`src/rtl/core/mwcg_pkg.sv`:
```
`default_nettype none

package mwcg_pkg;

    // field widths
    localparam int VEL_W   = 24;
    localparam int AGE_W   = 16;
    localparam int CFG_W   = 16;
    localparam int CSUM_W  = 15;
    localparam int IDX_W   = 3;

    // datapath widths
    localparam int OPB_W   = 17;             // coefficient operand, signed
    localparam int PROD_W  = VEL_W + OPB_W;  // multiplier product
    localparam int SUM_W   = 44;             // cx, cy, cz and wheel sums, 26 frac bits
    localparam int CUT     = 22;             // 34 -> 12 fraction bits
    localparam int ACC_W   = 62;

    // microcode
    localparam int                STEP_W   = 5;
    localparam logic [STEP_W-1:0] FIN_STEP = STEP_W'(20);

    typedef enum logic [IDX_W-1:0] {
        REG_REF_TIMEOUT,
        REG_CMD_TIMEOUT,
        REG_COS_OFFSET,
        REG_SIN_OFFSET,
        REG_OFFSET_X,
        REG_OFFSET_Y,
        REG_CENTER_SUM,
        REG_INV_RADIUS
    } cfg_idx_t;

    typedef struct packed {
        logic        [AGE_W-1:0]  ref_limit;
        logic        [AGE_W-1:0]  cmd_limit;
        logic signed [CFG_W-1:0]  cos_offset_angle;
        logic signed [CFG_W-1:0]  sin_offset_angle;
        logic signed [CFG_W-1:0]  offset_x;
        logic signed [CFG_W-1:0]  offset_y;
        logic        [CSUM_W-1:0] center_sum;
        logic        [CFG_W-1:0]  inv_radius;
    } cfg_t;

    typedef enum logic [2:0] {A_VX, A_VY, A_WZ, A_SHI, A_SLO} a_sel_t;
    typedef enum logic [2:0] {B_COS, B_SIN, B_OFFX, B_OFFY, B_CSUM, B_IRAD} b_sel_t;
    typedef enum logic [2:0] {ACC_HOLD, ACC_LOAD, ACC_LOAD_RND, ACC_ADD, ACC_SUB} acc_op_t;
    typedef enum logic [1:0] {SH_0, SH_2, SH_22} shift_t;
    typedef enum logic [1:0] {DST_NONE, DST_CX, DST_CY, DST_CZ} dst_t;

    typedef struct packed {
        a_sel_t     a_sel;
        b_sel_t     b_sel;
        acc_op_t    acc_op;
        shift_t     shift;
        dst_t       dst;
        logic       sum_ld;
        logic       sum_neg_y;
        logic       sum_neg_z;
        logic       wheel_wr;
        logic [1:0] wheel_idx;
        logic       skip_jmp;   // jump to FIN_STEP when no reference is to be used
        logic       fin;
    } ucode_t;

    typedef struct packed {
        logic busy;
        logic finish;
    } seq_stat_t;

    typedef logic [3:0][VEL_W-1:0] wheel_vec_t;

    // wheel order: front left, back left, back right, front right
    function automatic ucode_t ucode(input logic [STEP_W-1:0] step);
        ucode_t uc;
        uc = '0;
        case (step)
            5'd0:  begin uc.a_sel = A_VX; uc.b_sel = B_COS; uc.acc_op = ACC_LOAD;
                         uc.skip_jmp = 1'b1; end
            5'd1:  begin uc.a_sel = A_VY; uc.b_sel = B_SIN; uc.acc_op = ACC_SUB; end
            5'd2:  begin uc.a_sel = A_WZ; uc.b_sel = B_OFFY; uc.acc_op = ACC_ADD;
                         uc.shift = SH_2; uc.dst = DST_CX; end
            5'd3:  begin uc.a_sel = A_VX; uc.b_sel = B_SIN; uc.acc_op = ACC_LOAD; end
            5'd4:  begin uc.a_sel = A_VY; uc.b_sel = B_COS; uc.acc_op = ACC_ADD; end
            5'd5:  begin uc.a_sel = A_WZ; uc.b_sel = B_OFFX; uc.acc_op = ACC_SUB;
                         uc.shift = SH_2; uc.dst = DST_CY; end
            5'd6:  begin uc.a_sel = A_WZ; uc.b_sel = B_CSUM; uc.acc_op = ACC_LOAD;
                         uc.shift = SH_2; uc.dst = DST_CZ; end
            5'd7:  begin uc.sum_ld = 1'b1; uc.sum_neg_y = 1'b1; uc.sum_neg_z = 1'b1; end
            5'd8, 5'd11, 5'd14, 5'd17:
                   begin uc.a_sel = A_SHI; uc.b_sel = B_IRAD; uc.acc_op = ACC_LOAD_RND;
                         uc.shift = SH_22; end
            5'd9, 5'd12, 5'd15, 5'd18:
                   begin uc.a_sel = A_SLO; uc.b_sel = B_IRAD; uc.acc_op = ACC_ADD; end
            5'd10: begin uc.wheel_wr = 1'b1; uc.wheel_idx = 2'd0;
                         uc.sum_ld = 1'b1; uc.sum_neg_z = 1'b1; end
            5'd13: begin uc.wheel_wr = 1'b1; uc.wheel_idx = 2'd1;
                         uc.sum_ld = 1'b1; uc.sum_neg_y = 1'b1; end
            5'd16: begin uc.wheel_wr = 1'b1; uc.wheel_idx = 2'd2; uc.sum_ld = 1'b1; end
            5'd19: begin uc.wheel_wr = 1'b1; uc.wheel_idx = 2'd3; end
            5'd20: begin uc.fin = 1'b1; end
            default: uc = '0;
        endcase
        return uc;
    endfunction

endpackage

`default_nettype wire

```
`src/rtl/core/mwcg_sequencer.sv`:
```
`default_nettype none

module mwcg_sequencer (
    input  wire logic             clk,
    input  wire logic             rst_n,
    input  wire logic             start,
    input  wire logic             skip,
    input  wire logic             out_free,
    output mwcg_pkg::ucode_t      ctl,
    output mwcg_pkg::seq_stat_t   stat
);
    import mwcg_pkg::*;

    logic              busy_reg, busy_next;
    logic [STEP_W-1:0] step_reg, step_next;

    always_comb
    begin
        ctl         = busy_reg ? ucode(step_reg) : '0;
        stat.busy   = busy_reg;
        stat.finish = busy_reg && ctl.fin && out_free;
    end

    always_comb
    begin
        busy_next = busy_reg;
        step_next = step_reg;
        if (!busy_reg)
        begin
            if (start)
            begin
                busy_next = 1'b1;
                step_next = '0;
            end
        end
        else if (ctl.fin)
        begin
            // hold on the last step until the output register is free
            if (out_free)
                busy_next = 1'b0;
        end
        else if (ctl.skip_jmp && skip)
            step_next = FIN_STEP;
        else
            step_next = step_reg + STEP_W'(1);
    end

    always_ff @(posedge clk or negedge rst_n)
    begin
        if (!rst_n)
        begin
            busy_reg <= 1'b0;
            step_reg <= '0;
        end
        else
        begin
            busy_reg <= busy_next;
            step_reg <= step_next;
        end
    end

endmodule

`default_nettype wire

```
`src/rtl/core/mwcg_datapath.sv`:
```
`default_nettype none

module mwcg_datapath (
    input  wire logic                          clk,
    input  wire mwcg_pkg::ucode_t              ctl,
    input  wire mwcg_pkg::cfg_t                cfg,
    input  wire logic signed [mwcg_pkg::VEL_W-1:0] vx,
    input  wire logic signed [mwcg_pkg::VEL_W-1:0] vy,
    input  wire logic signed [mwcg_pkg::VEL_W-1:0] wz,
    output mwcg_pkg::wheel_vec_t               wheels
);
    import mwcg_pkg::*;

    localparam logic signed [ACC_W-1:0]     RND_CONST = ACC_W'(1) << (CUT - 1);
    localparam int                          HI_W      = ACC_W - CUT;
    localparam logic signed [HI_W-1:0]      W_MAX     = HI_W'((1 << (VEL_W - 1)) - 1);
    localparam logic signed [HI_W-1:0]      W_MIN     = -HI_W'(1 << (VEL_W - 1));

    logic signed [VEL_W-1:0]  a_op;
    logic signed [OPB_W-1:0]  b_op;
    logic signed [PROD_W-1:0] prod;
    logic signed [ACC_W-1:0]  prod_ext, prod_sh;
    logic signed [ACC_W-1:0]  acc_reg, acc_next;
    logic signed [SUM_W-1:0]  cx_reg, cy_reg, cz_reg, s_reg, s_next;
    logic signed [HI_W-1:0]   acc_hi;
    logic        [VEL_W-1:0]  sat_val;
    wheel_vec_t               wheel_reg;

    always_comb
    begin
        case (ctl.a_sel)
            A_VX:    a_op = vx;
            A_VY:    a_op = vy;
            A_WZ:    a_op = wz;
            // upper part of the sum is signed, lower part unsigned
            A_SHI:   a_op = VEL_W'($signed(s_reg[SUM_W-1:CUT]));
            A_SLO:   a_op = {{(VEL_W - CUT){1'b0}}, s_reg[CUT-1:0]};
            default: a_op = '0;
        endcase

        case (ctl.b_sel)
            B_COS:   b_op = OPB_W'(cfg.cos_offset_angle);
            B_SIN:   b_op = OPB_W'(cfg.sin_offset_angle);
            B_OFFX:  b_op = OPB_W'(cfg.offset_x);
            B_OFFY:  b_op = OPB_W'(cfg.offset_y);
            B_CSUM:  b_op = {{(OPB_W - CSUM_W){1'b0}}, cfg.center_sum};
            B_IRAD:  b_op = {{(OPB_W - CFG_W){1'b0}}, cfg.inv_radius};
            default: b_op = '0;
        endcase
    end

    assign prod     = a_op * b_op;
    assign prod_ext = ACC_W'(prod);

    always_comb
    begin
        case (ctl.shift)
            SH_2:    prod_sh = prod_ext <<< 2;
            SH_22:   prod_sh = prod_ext <<< CUT;
            default: prod_sh = prod_ext;
        endcase

        case (ctl.acc_op)
            ACC_LOAD:     acc_next = prod_sh;
            ACC_LOAD_RND: acc_next = prod_sh + RND_CONST;
            ACC_ADD:      acc_next = acc_reg + prod_sh;
            ACC_SUB:      acc_next = acc_reg - prod_sh;
            default:      acc_next = acc_reg;
        endcase
    end

    // wheel sum: cx +/- cy +/- cz, bounded well inside SUM_W
    always_comb
    begin
        s_next = cx_reg + (ctl.sum_neg_y ? -cy_reg : cy_reg)
                        + (ctl.sum_neg_z ? -cz_reg : cz_reg);
    end

    // round already folded in, so only floor and clamp here
    always_comb
    begin
        acc_hi = acc_reg[ACC_W-1:CUT];
        if (acc_hi > W_MAX)
            sat_val = W_MAX[VEL_W-1:0];
        else if (acc_hi < W_MIN)
            sat_val = W_MIN[VEL_W-1:0];
        else
            sat_val = acc_hi[VEL_W-1:0];
    end

    always_ff @(posedge clk)
    begin
        acc_reg <= acc_next;
        case (ctl.dst)
            DST_CX:  cx_reg <= acc_next[SUM_W-1:0];
            DST_CY:  cy_reg <= acc_next[SUM_W-1:0];
            DST_CZ:  cz_reg <= acc_next[SUM_W-1:0];
            default: ;
        endcase
        if (ctl.sum_ld)
            s_reg <= s_next;
        if (ctl.wheel_wr)
            wheel_reg[ctl.wheel_idx] <= sat_val;
    end

    assign wheels = wheel_reg;

endmodule

`default_nettype wire

```
`src/rtl/core/mecanum_wheel_command_generator.sv`:
```
`default_nettype none

// Four-wheel mecanum command generator.
// Input channel (in_valid/in_ready): action 0 carries a velocity reference
// (vel_x, vel_y, yaw_rate, ref_age); action 1 is a control tick.
// A reference transaction gives no result; it is kept
// if the reference limit register is zero or ref_age is within it.
// Each tick gives exactly one result on the output channel
// (out_valid/out_ready): four saturated wheel speeds and drive_written.
// A tick with a fresh reference runs the full 21-step microprogram on one
// shared 24x17 multiplier-accumulator. A tick without a usable reference
// jumps straight to the last step. in_ready is low while the program
// runs.
// The result sits in an output register, so the next transaction is
// taken while it waits; if the receiver stalls, a further tick waits on
// its last step until the register is free.
// Configuration (cfg_wr_en, cfg_index, cfg_wdata) is to be written only
// while idle; the block does not enforce it. Reset loads the default
// registers and drops any held reference; no result is pending after reset.
module mecanum_wheel_command_generator (
    input  wire  logic                                   clk,
    input  wire  logic                                   rst_n,
    input  wire  logic                                   cfg_wr_en,
    input  wire  logic [mwcg_pkg::IDX_W-1:0]             cfg_index,
    input  wire  logic [mwcg_pkg::CFG_W-1:0]             cfg_wdata,
    input  wire  logic                                   in_valid,
    output logic                                         in_ready,
    input  wire  logic                                   action,
    input  wire  logic signed [mwcg_pkg::VEL_W-1:0]      vel_x,
    input  wire  logic signed [mwcg_pkg::VEL_W-1:0]      vel_y,
    input  wire  logic signed [mwcg_pkg::VEL_W-1:0]      yaw_rate,
    input  wire  logic [mwcg_pkg::AGE_W-1:0]             ref_age,
    output logic                                         out_valid,
    input  wire  logic                                   out_ready,
    output logic signed [mwcg_pkg::VEL_W-1:0]            wheel_front_left,
    output logic signed [mwcg_pkg::VEL_W-1:0]            wheel_back_left,
    output logic signed [mwcg_pkg::VEL_W-1:0]            wheel_back_right,
    output logic signed [mwcg_pkg::VEL_W-1:0]            wheel_front_right,
    output logic                                         drive_written
);
    import mwcg_pkg::*;

    localparam logic [AGE_W-1:0] AGE_MAX = '1;

    cfg_t                    cfg_reg;

    logic                    held_valid_reg;
    logic signed [VEL_W-1:0] held_vx_reg, held_vy_reg, held_wz_reg;
    logic [AGE_W-1:0]        held_age_reg;
    logic [AGE_W-1:0]        ticks_reg;

    logic                    use_ref_reg;   // tick drives the held reference
    logic                    dw_reg;        // drive_written of the tick in flight

    logic                    out_valid_reg;
    logic                    dw_out_reg;
    wheel_vec_t              wheel_out_reg;

    logic                    in_acc, ref_acc, tick_acc;
    logic                    ref_ok, held_fresh, out_free;
    ucode_t                  ctl;
    seq_stat_t               stat;
    wheel_vec_t              wheels;

    assign in_ready  = !stat.busy;
    assign in_acc    = in_valid && in_ready;
    assign ref_acc   = in_acc && !action;
    assign tick_acc  = in_acc && action;
    assign out_free  = !out_valid_reg || out_ready;

    assign ref_ok     = (cfg_reg.ref_limit == '0) ||
                        (ref_age <= cfg_reg.ref_limit);
    assign held_fresh = (cfg_reg.ref_limit == '0) ||
                        (held_age_reg <= cfg_reg.ref_limit);

    // configuration registers
    always_ff @(posedge clk or negedge rst_n)
    begin
        if (!rst_n)
        begin
            cfg_reg.ref_limit         <= '0;
            cfg_reg.cmd_limit         <= '0;
            cfg_reg.cos_offset_angle  <= CFG_W'(16'sh4000);
            cfg_reg.sin_offset_angle  <= '0;
            cfg_reg.offset_x          <= '0;
            cfg_reg.offset_y          <= '0;
            cfg_reg.center_sum        <= CSUM_W'(4096);
            cfg_reg.inv_radius        <= CFG_W'(2560);
        end
        else if (cfg_wr_en)
        begin
            case (cfg_idx_t'(cfg_index))
                REG_REF_TIMEOUT: cfg_reg.ref_limit         <= cfg_wdata;
                REG_CMD_TIMEOUT: cfg_reg.cmd_limit         <= cfg_wdata;
                REG_COS_OFFSET:  cfg_reg.cos_offset_angle  <= cfg_wdata;
                REG_SIN_OFFSET:  cfg_reg.sin_offset_angle  <= cfg_wdata;
                REG_OFFSET_X:    cfg_reg.offset_x          <= cfg_wdata;
                REG_OFFSET_Y:    cfg_reg.offset_y          <= cfg_wdata;
                REG_CENTER_SUM:  cfg_reg.center_sum        <= cfg_wdata[CSUM_W-1:0];
                REG_INV_RADIUS:  cfg_reg.inv_radius        <= cfg_wdata;
                default: ;
            endcase
        end
    end

    // held reference, ageing and the per-tick decision
    always_ff @(posedge clk or negedge rst_n)
    begin
        if (!rst_n)
        begin
            held_valid_reg <= 1'b0;
            held_vx_reg    <= '0;
            held_vy_reg    <= '0;
            held_wz_reg    <= '0;
            held_age_reg   <= '0;
            ticks_reg      <= '0;
            use_ref_reg    <= 1'b0;
            dw_reg         <= 1'b0;
        end
        else if (ref_acc)
        begin
            if (ref_ok)
            begin
                held_valid_reg <= 1'b1;
                held_vx_reg    <= vel_x;
                held_vy_reg    <= vel_y;
                held_wz_reg    <= yaw_rate;
                held_age_reg   <= ref_age;
                ticks_reg      <= '0;
            end
        end
        else if (tick_acc)
        begin
            // comparisons use the counts from before this tick's increment
            use_ref_reg <= held_valid_reg && held_fresh;
            dw_reg      <= held_valid_reg || (cfg_reg.cmd_limit < ticks_reg);
            // consume-once with a zero limit, drop when stale
            if (held_valid_reg && ((cfg_reg.ref_limit == '0) || !held_fresh))
                held_valid_reg <= 1'b0;
            if (held_age_reg != AGE_MAX)
                held_age_reg <= held_age_reg + AGE_W'(1);
            if (ticks_reg != AGE_MAX)
                ticks_reg <= ticks_reg + AGE_W'(1);
        end
    end

    mwcg_sequencer u_seq (
        .clk      (clk),
        .rst_n    (rst_n),
        .start    (tick_acc),
        .skip     (!use_ref_reg),
        .out_free (out_free),
        .ctl      (ctl),
        .stat     (stat)
    );

    mwcg_datapath u_dp (
        .clk    (clk),
        .ctl    (ctl),
        .cfg    (cfg_reg),
        .vx     (held_vx_reg),
        .vy     (held_vy_reg),
        .wz     (held_wz_reg),
        .wheels (wheels)
    );

    // output register; wheels read zero unless the reference was driven
    always_ff @(posedge clk or negedge rst_n)
    begin
        if (!rst_n)
            out_valid_reg <= 1'b0;
        else if (stat.finish)
            out_valid_reg <= 1'b1;
        else if (out_ready)
            out_valid_reg <= 1'b0;
    end

    always_ff @(posedge clk)
    begin
        if (stat.finish)
        begin
            wheel_out_reg <= use_ref_reg ? wheels : '0;
            dw_out_reg    <= dw_reg;
        end
    end

    assign out_valid         = out_valid_reg;
    assign wheel_front_left  = wheel_out_reg[0];
    assign wheel_back_left   = wheel_out_reg[1];
    assign wheel_back_right  = wheel_out_reg[2];
    assign wheel_front_right = wheel_out_reg[3];
    assign drive_written     = dw_out_reg;

endmodule

`default_nettype wire
```
`config.mk`:
```
export PLATFORM = sky130hd
export DESIGN_NAME = mecanum_wheel_command_generator
export DESIGN_NICKNAME = d
export VERILOG_FILES = /design/src/rtl/core/mwcg_pkg.sv /design/src/rtl/core/mwcg_sequencer.sv /design/src/rtl/core/mwcg_datapath.sv /design/src/rtl/core/mecanum_wheel_command_generator.sv
export SDC_FILE = /design/constraint.sdc
export NUM_CORES = 2
export LEC_CHECK = 0
export BUFFER_PORTS_ARGS = -buffer_cell sky130_fd_sc_hd__buf_4
export CORE_MARGIN = 3
export CORE_UTILIZATION = 35
export CTS_CLUSTER_SIZE = 20
export DETAILED_ROUTE_END_ITERATION = 8
export PLACE_DENSITY_LB_ADDON = 0.12
export SLEW_MARGIN = 20
export SYNTH_ARGS = -nofsm -noshare
export SYNTH_HDL_FRONTEND = slang
export SYNTH_SLANG_ARGS = --single-unit
```
`constraint.sdc`:
```
create_clock -name clk -period 18.25 [get_ports clk]
set_clock_uncertainty 0.15 [all_clocks]
set_input_delay 3.65 -clock clk [delete_from_list [all_inputs] [get_ports clk]]
set_output_delay 3.65 -clock clk [all_outputs]
set_load 0.02 [all_outputs]
```
==> metrics.md <==
| Metric | Value |
|---|---|
| Status | completed |
| Worst path top cell family by delay | compound AO/OA/AOI/OAI gates |
| First-pass GRT wire length | about 270000 um |
| ANT nets after route | 0 |
| Die ar. | roughly 160000 um2 |
| Chip Height | 399 um |
| Worst setup EP type | register |
| Core Region | 153000 um2 |
| Avg Inst Size Synth | approximately 10 um2 |
| Top post-synthesis cells by area | edfxtp_1 (21%), fa_1 (16%), dfrtp_1 (11%) |
| Post-CTS resize count | 0 |
| Synthesized area | around 54000 um2 |
| Most used cell, CP | fa_1 |
| Vias per inst | about 5.4 |
| Slew Limit Fails | 0 |
| Layout cell share with drive strength beyond 1 | a little over an eighth |
| CTS max path bufs | 3 |
| H-tree depth | 3 |
| Unrepaired setup endpoints after global routing | no |
| Row count | 143 |
| CTS tree | built |
| CP startpoint kind | register |
| Clock root buffer | clkbuf_16 |
| P&R area growth vs syn | 12.6% |
| Setup TNS | 0 ps |
| Initial Utilization | between 30% and 40% |
| Count of yosys warnings during synthesis | 0 |
| Most common cell in the netlist | inv_1 |
| Total global-route track usage | ~22% |
| Slew headroom | a little over a quarter |
| DR pass1 iterations | 7 |
| # DRC | 0 |
| Clk slew on worst S/H paths | roughly 60 ps |
| Fmax | about 0.063 GHz |
| Io pins | 212 |
| Tmin final | 15900 ps |
| Largest net degree at the start of global routing | 98 |
| Max cap viols | 0 |
| Placed wire-length estimate | between 100000 and 150000 um |
| Clock sinks | between 600 and 700 |
| Largest register FFs | ~130 |
| Skew-Pair Late Insertion Delay | around 700 ps |
| Hold Path Class | register to register |
| RePlAce Congestion | roughly 0.92 |
| Final Hold Fails | 0 |
| Vias in the first global route | between 40000 and 50000 |
| Synth cell types | about 130 |
| Number of setup violations in the final report | 0 |
| Fin nets | 6383 |
| PortBufs | ~210 |
| Yosys reg bits | between 600 and 700 |
| Buf/Inv on CP | 6 |
| Final WL | 177000 um |
| Initial antenna violation count | 2 |
| Post-synth EDFFs | about 390 |
| Grt ovf | 0 |
| Area fraction of the dominant cell type after synthesis | 21.5% |
| Final worst path period share | between 80 and 90% |
| Slowest stage delay, CP | 930 ps |
| DR vias | roughly 42000 |
| TritonCTS Buffers | ~80 |
| Post-CTS setup buffer count | 0 |
| FFs w/ async S/R, synth | a little over a third |
| Finished Cell Area | 61000 um2 |
| Synthesized instance count | about 5400 |
| Crit Path Category | register to register |
| Dpl cell area | roughly 58000 um2 |
| Die Width | 399 um |
| Most frequent cells after synthesis | inv_1 (560), nand2_1 (515), fa_1 (446) |
| Post-synthesis sequential area ratio | between 30% and 40% |
| Mapped Nets | between 6000 and 7000 |
| Worst-Margin Slew | between 1000 and 1500 ps |
| Fill cells | ~15000 |
| DRT iter0 DRCs | ~3200 |
| Crit Path Max Fanout | 27 |
| Biggest area consumer among synthesized cells | edfxtp_1 |
| WP data arrival | roughly 16000 ps |
| CP max-delay cell | o32ai_2 |
| Req. time, crit path | around 19000 ps |
| Main synth FF type | edfxtp_1 |
| Avg WL per Cell | 23.1 um |
| Post-CTS Hold Buffers | 0 |
-- cell usage in the layout (no fill, tap or decap), types with 25 or more instances in the layout --
cell	n
fa_1	446
clkbuf_16	82
nor3_1	73
nand2_1	515
nand3_1	66
ha_1	261
dfrtp_1	236
nand4_1	53
nand2b_1	61
nor2b_1	27
xor2_1	99
xnor2_1	172
a31oi_1	35
a21o_1	80
buf_4	313
mux2i_1	34
o21ai_0	245
or3_1	36
nor4_1	34
and3_1	36
and2_1	140
inv_1	560
a221oi_1	25
a21oi_1	280
dfxtp_1	44
mux2_2	185
nor2_1	424
edfxtp_1	387
a221o_1	53
o21a_1	76
o31ai_1	39
-- logic make-up after synthesis --
family | count (synthesis) | synth area share (%)
compound gates | 1143 | 14.3
fa+ha+maj | 708 | 22.6
flops | 672 | 34.2
buf+inv | 802 | 5.94
xor+xnor | 271 | 4.39
simple gates | 1588 | 14.1
mux | 220 | 4.51
-- through the flow --
| stage | hold slack, ps | cells | setup WS, ps | util (%) |
|---|---|---|---|---|
| global route | 340 | 7660 | 1260 | 39.9 |
| CTS | 330 | 7660 | 2600 | 39.9 |
| floorplan | 275 | 5404 | 4110 | - |
| finish | 339 | 7662 | 2350 | 39.9 |
| detailed placement | 303 | 7508 | 2670 | 38.1 |
| global placement | 311 | 7507 | 2420 | 38.1 |
-- metal layers --
| metal | share of wire [%] | track usage, % | vias to the layer above |
|---|---|---|---|
| met4 | 2.5 | 5.82 | 0 |
| met2 | 46 | 35.6 | 1178 |
| li1 | - | - | 19100 |
| met5 | 0 | 0 | - |
| met3 | 5.7 | 3.25 | 223 |
| met1 | 46 | 31.7 | 21000 |
-- worst register-to-register path: cells and delay by family, from the launching register on --
kind | cells | cell delay (ps)
DFF | 1 | 780
adders and majority gates | 9 | 4150
and+or+nand+nor | 8 | 2200
AOI/OAI and AO/OA | 23 | 6880
buffers and inverters | 6 | 1070
xor gates and xnor gates | 2 | 380
-- area by class of cell --
class	count	area, um2	share of cell area, %
multi-input cells	3930	32600	53.5
flip-flops and latches	672	18500	30.4
well taps	2030	2540	4.17
repair buffers	314	2360	3.88
clock buffers	112	2240	3.68
inverters	562	2110	3.46
clock inverters	40	532	0.872
diodes	2	5.00	0.00821
-- worst paths after layout --
check | startpoint | endpoint | slack (ps) | cells past startpoint
min in group asynchronous | rst_n | held_age_reg[0] | 2750 | 1
worst min-delay path | dw_reg | drive_written | 340 | 0
worst max register to register | u_seq.step_reg[3] | u_dp.acc_reg[59] | 2350 | 48
max in group asynchronous | rst_n | held_vx_reg[1] | 12360 | 4
worst max-delay path | u_seq.step_reg[3] | u_dp.acc_reg[59] | 2350 | 48
worst min register to register | dw_reg | drive_written | 340 | 0
Power is left out: the tool's default activity adds up to more than one toggle a clock period on the data nets, which glitch-free logic cannot reach.
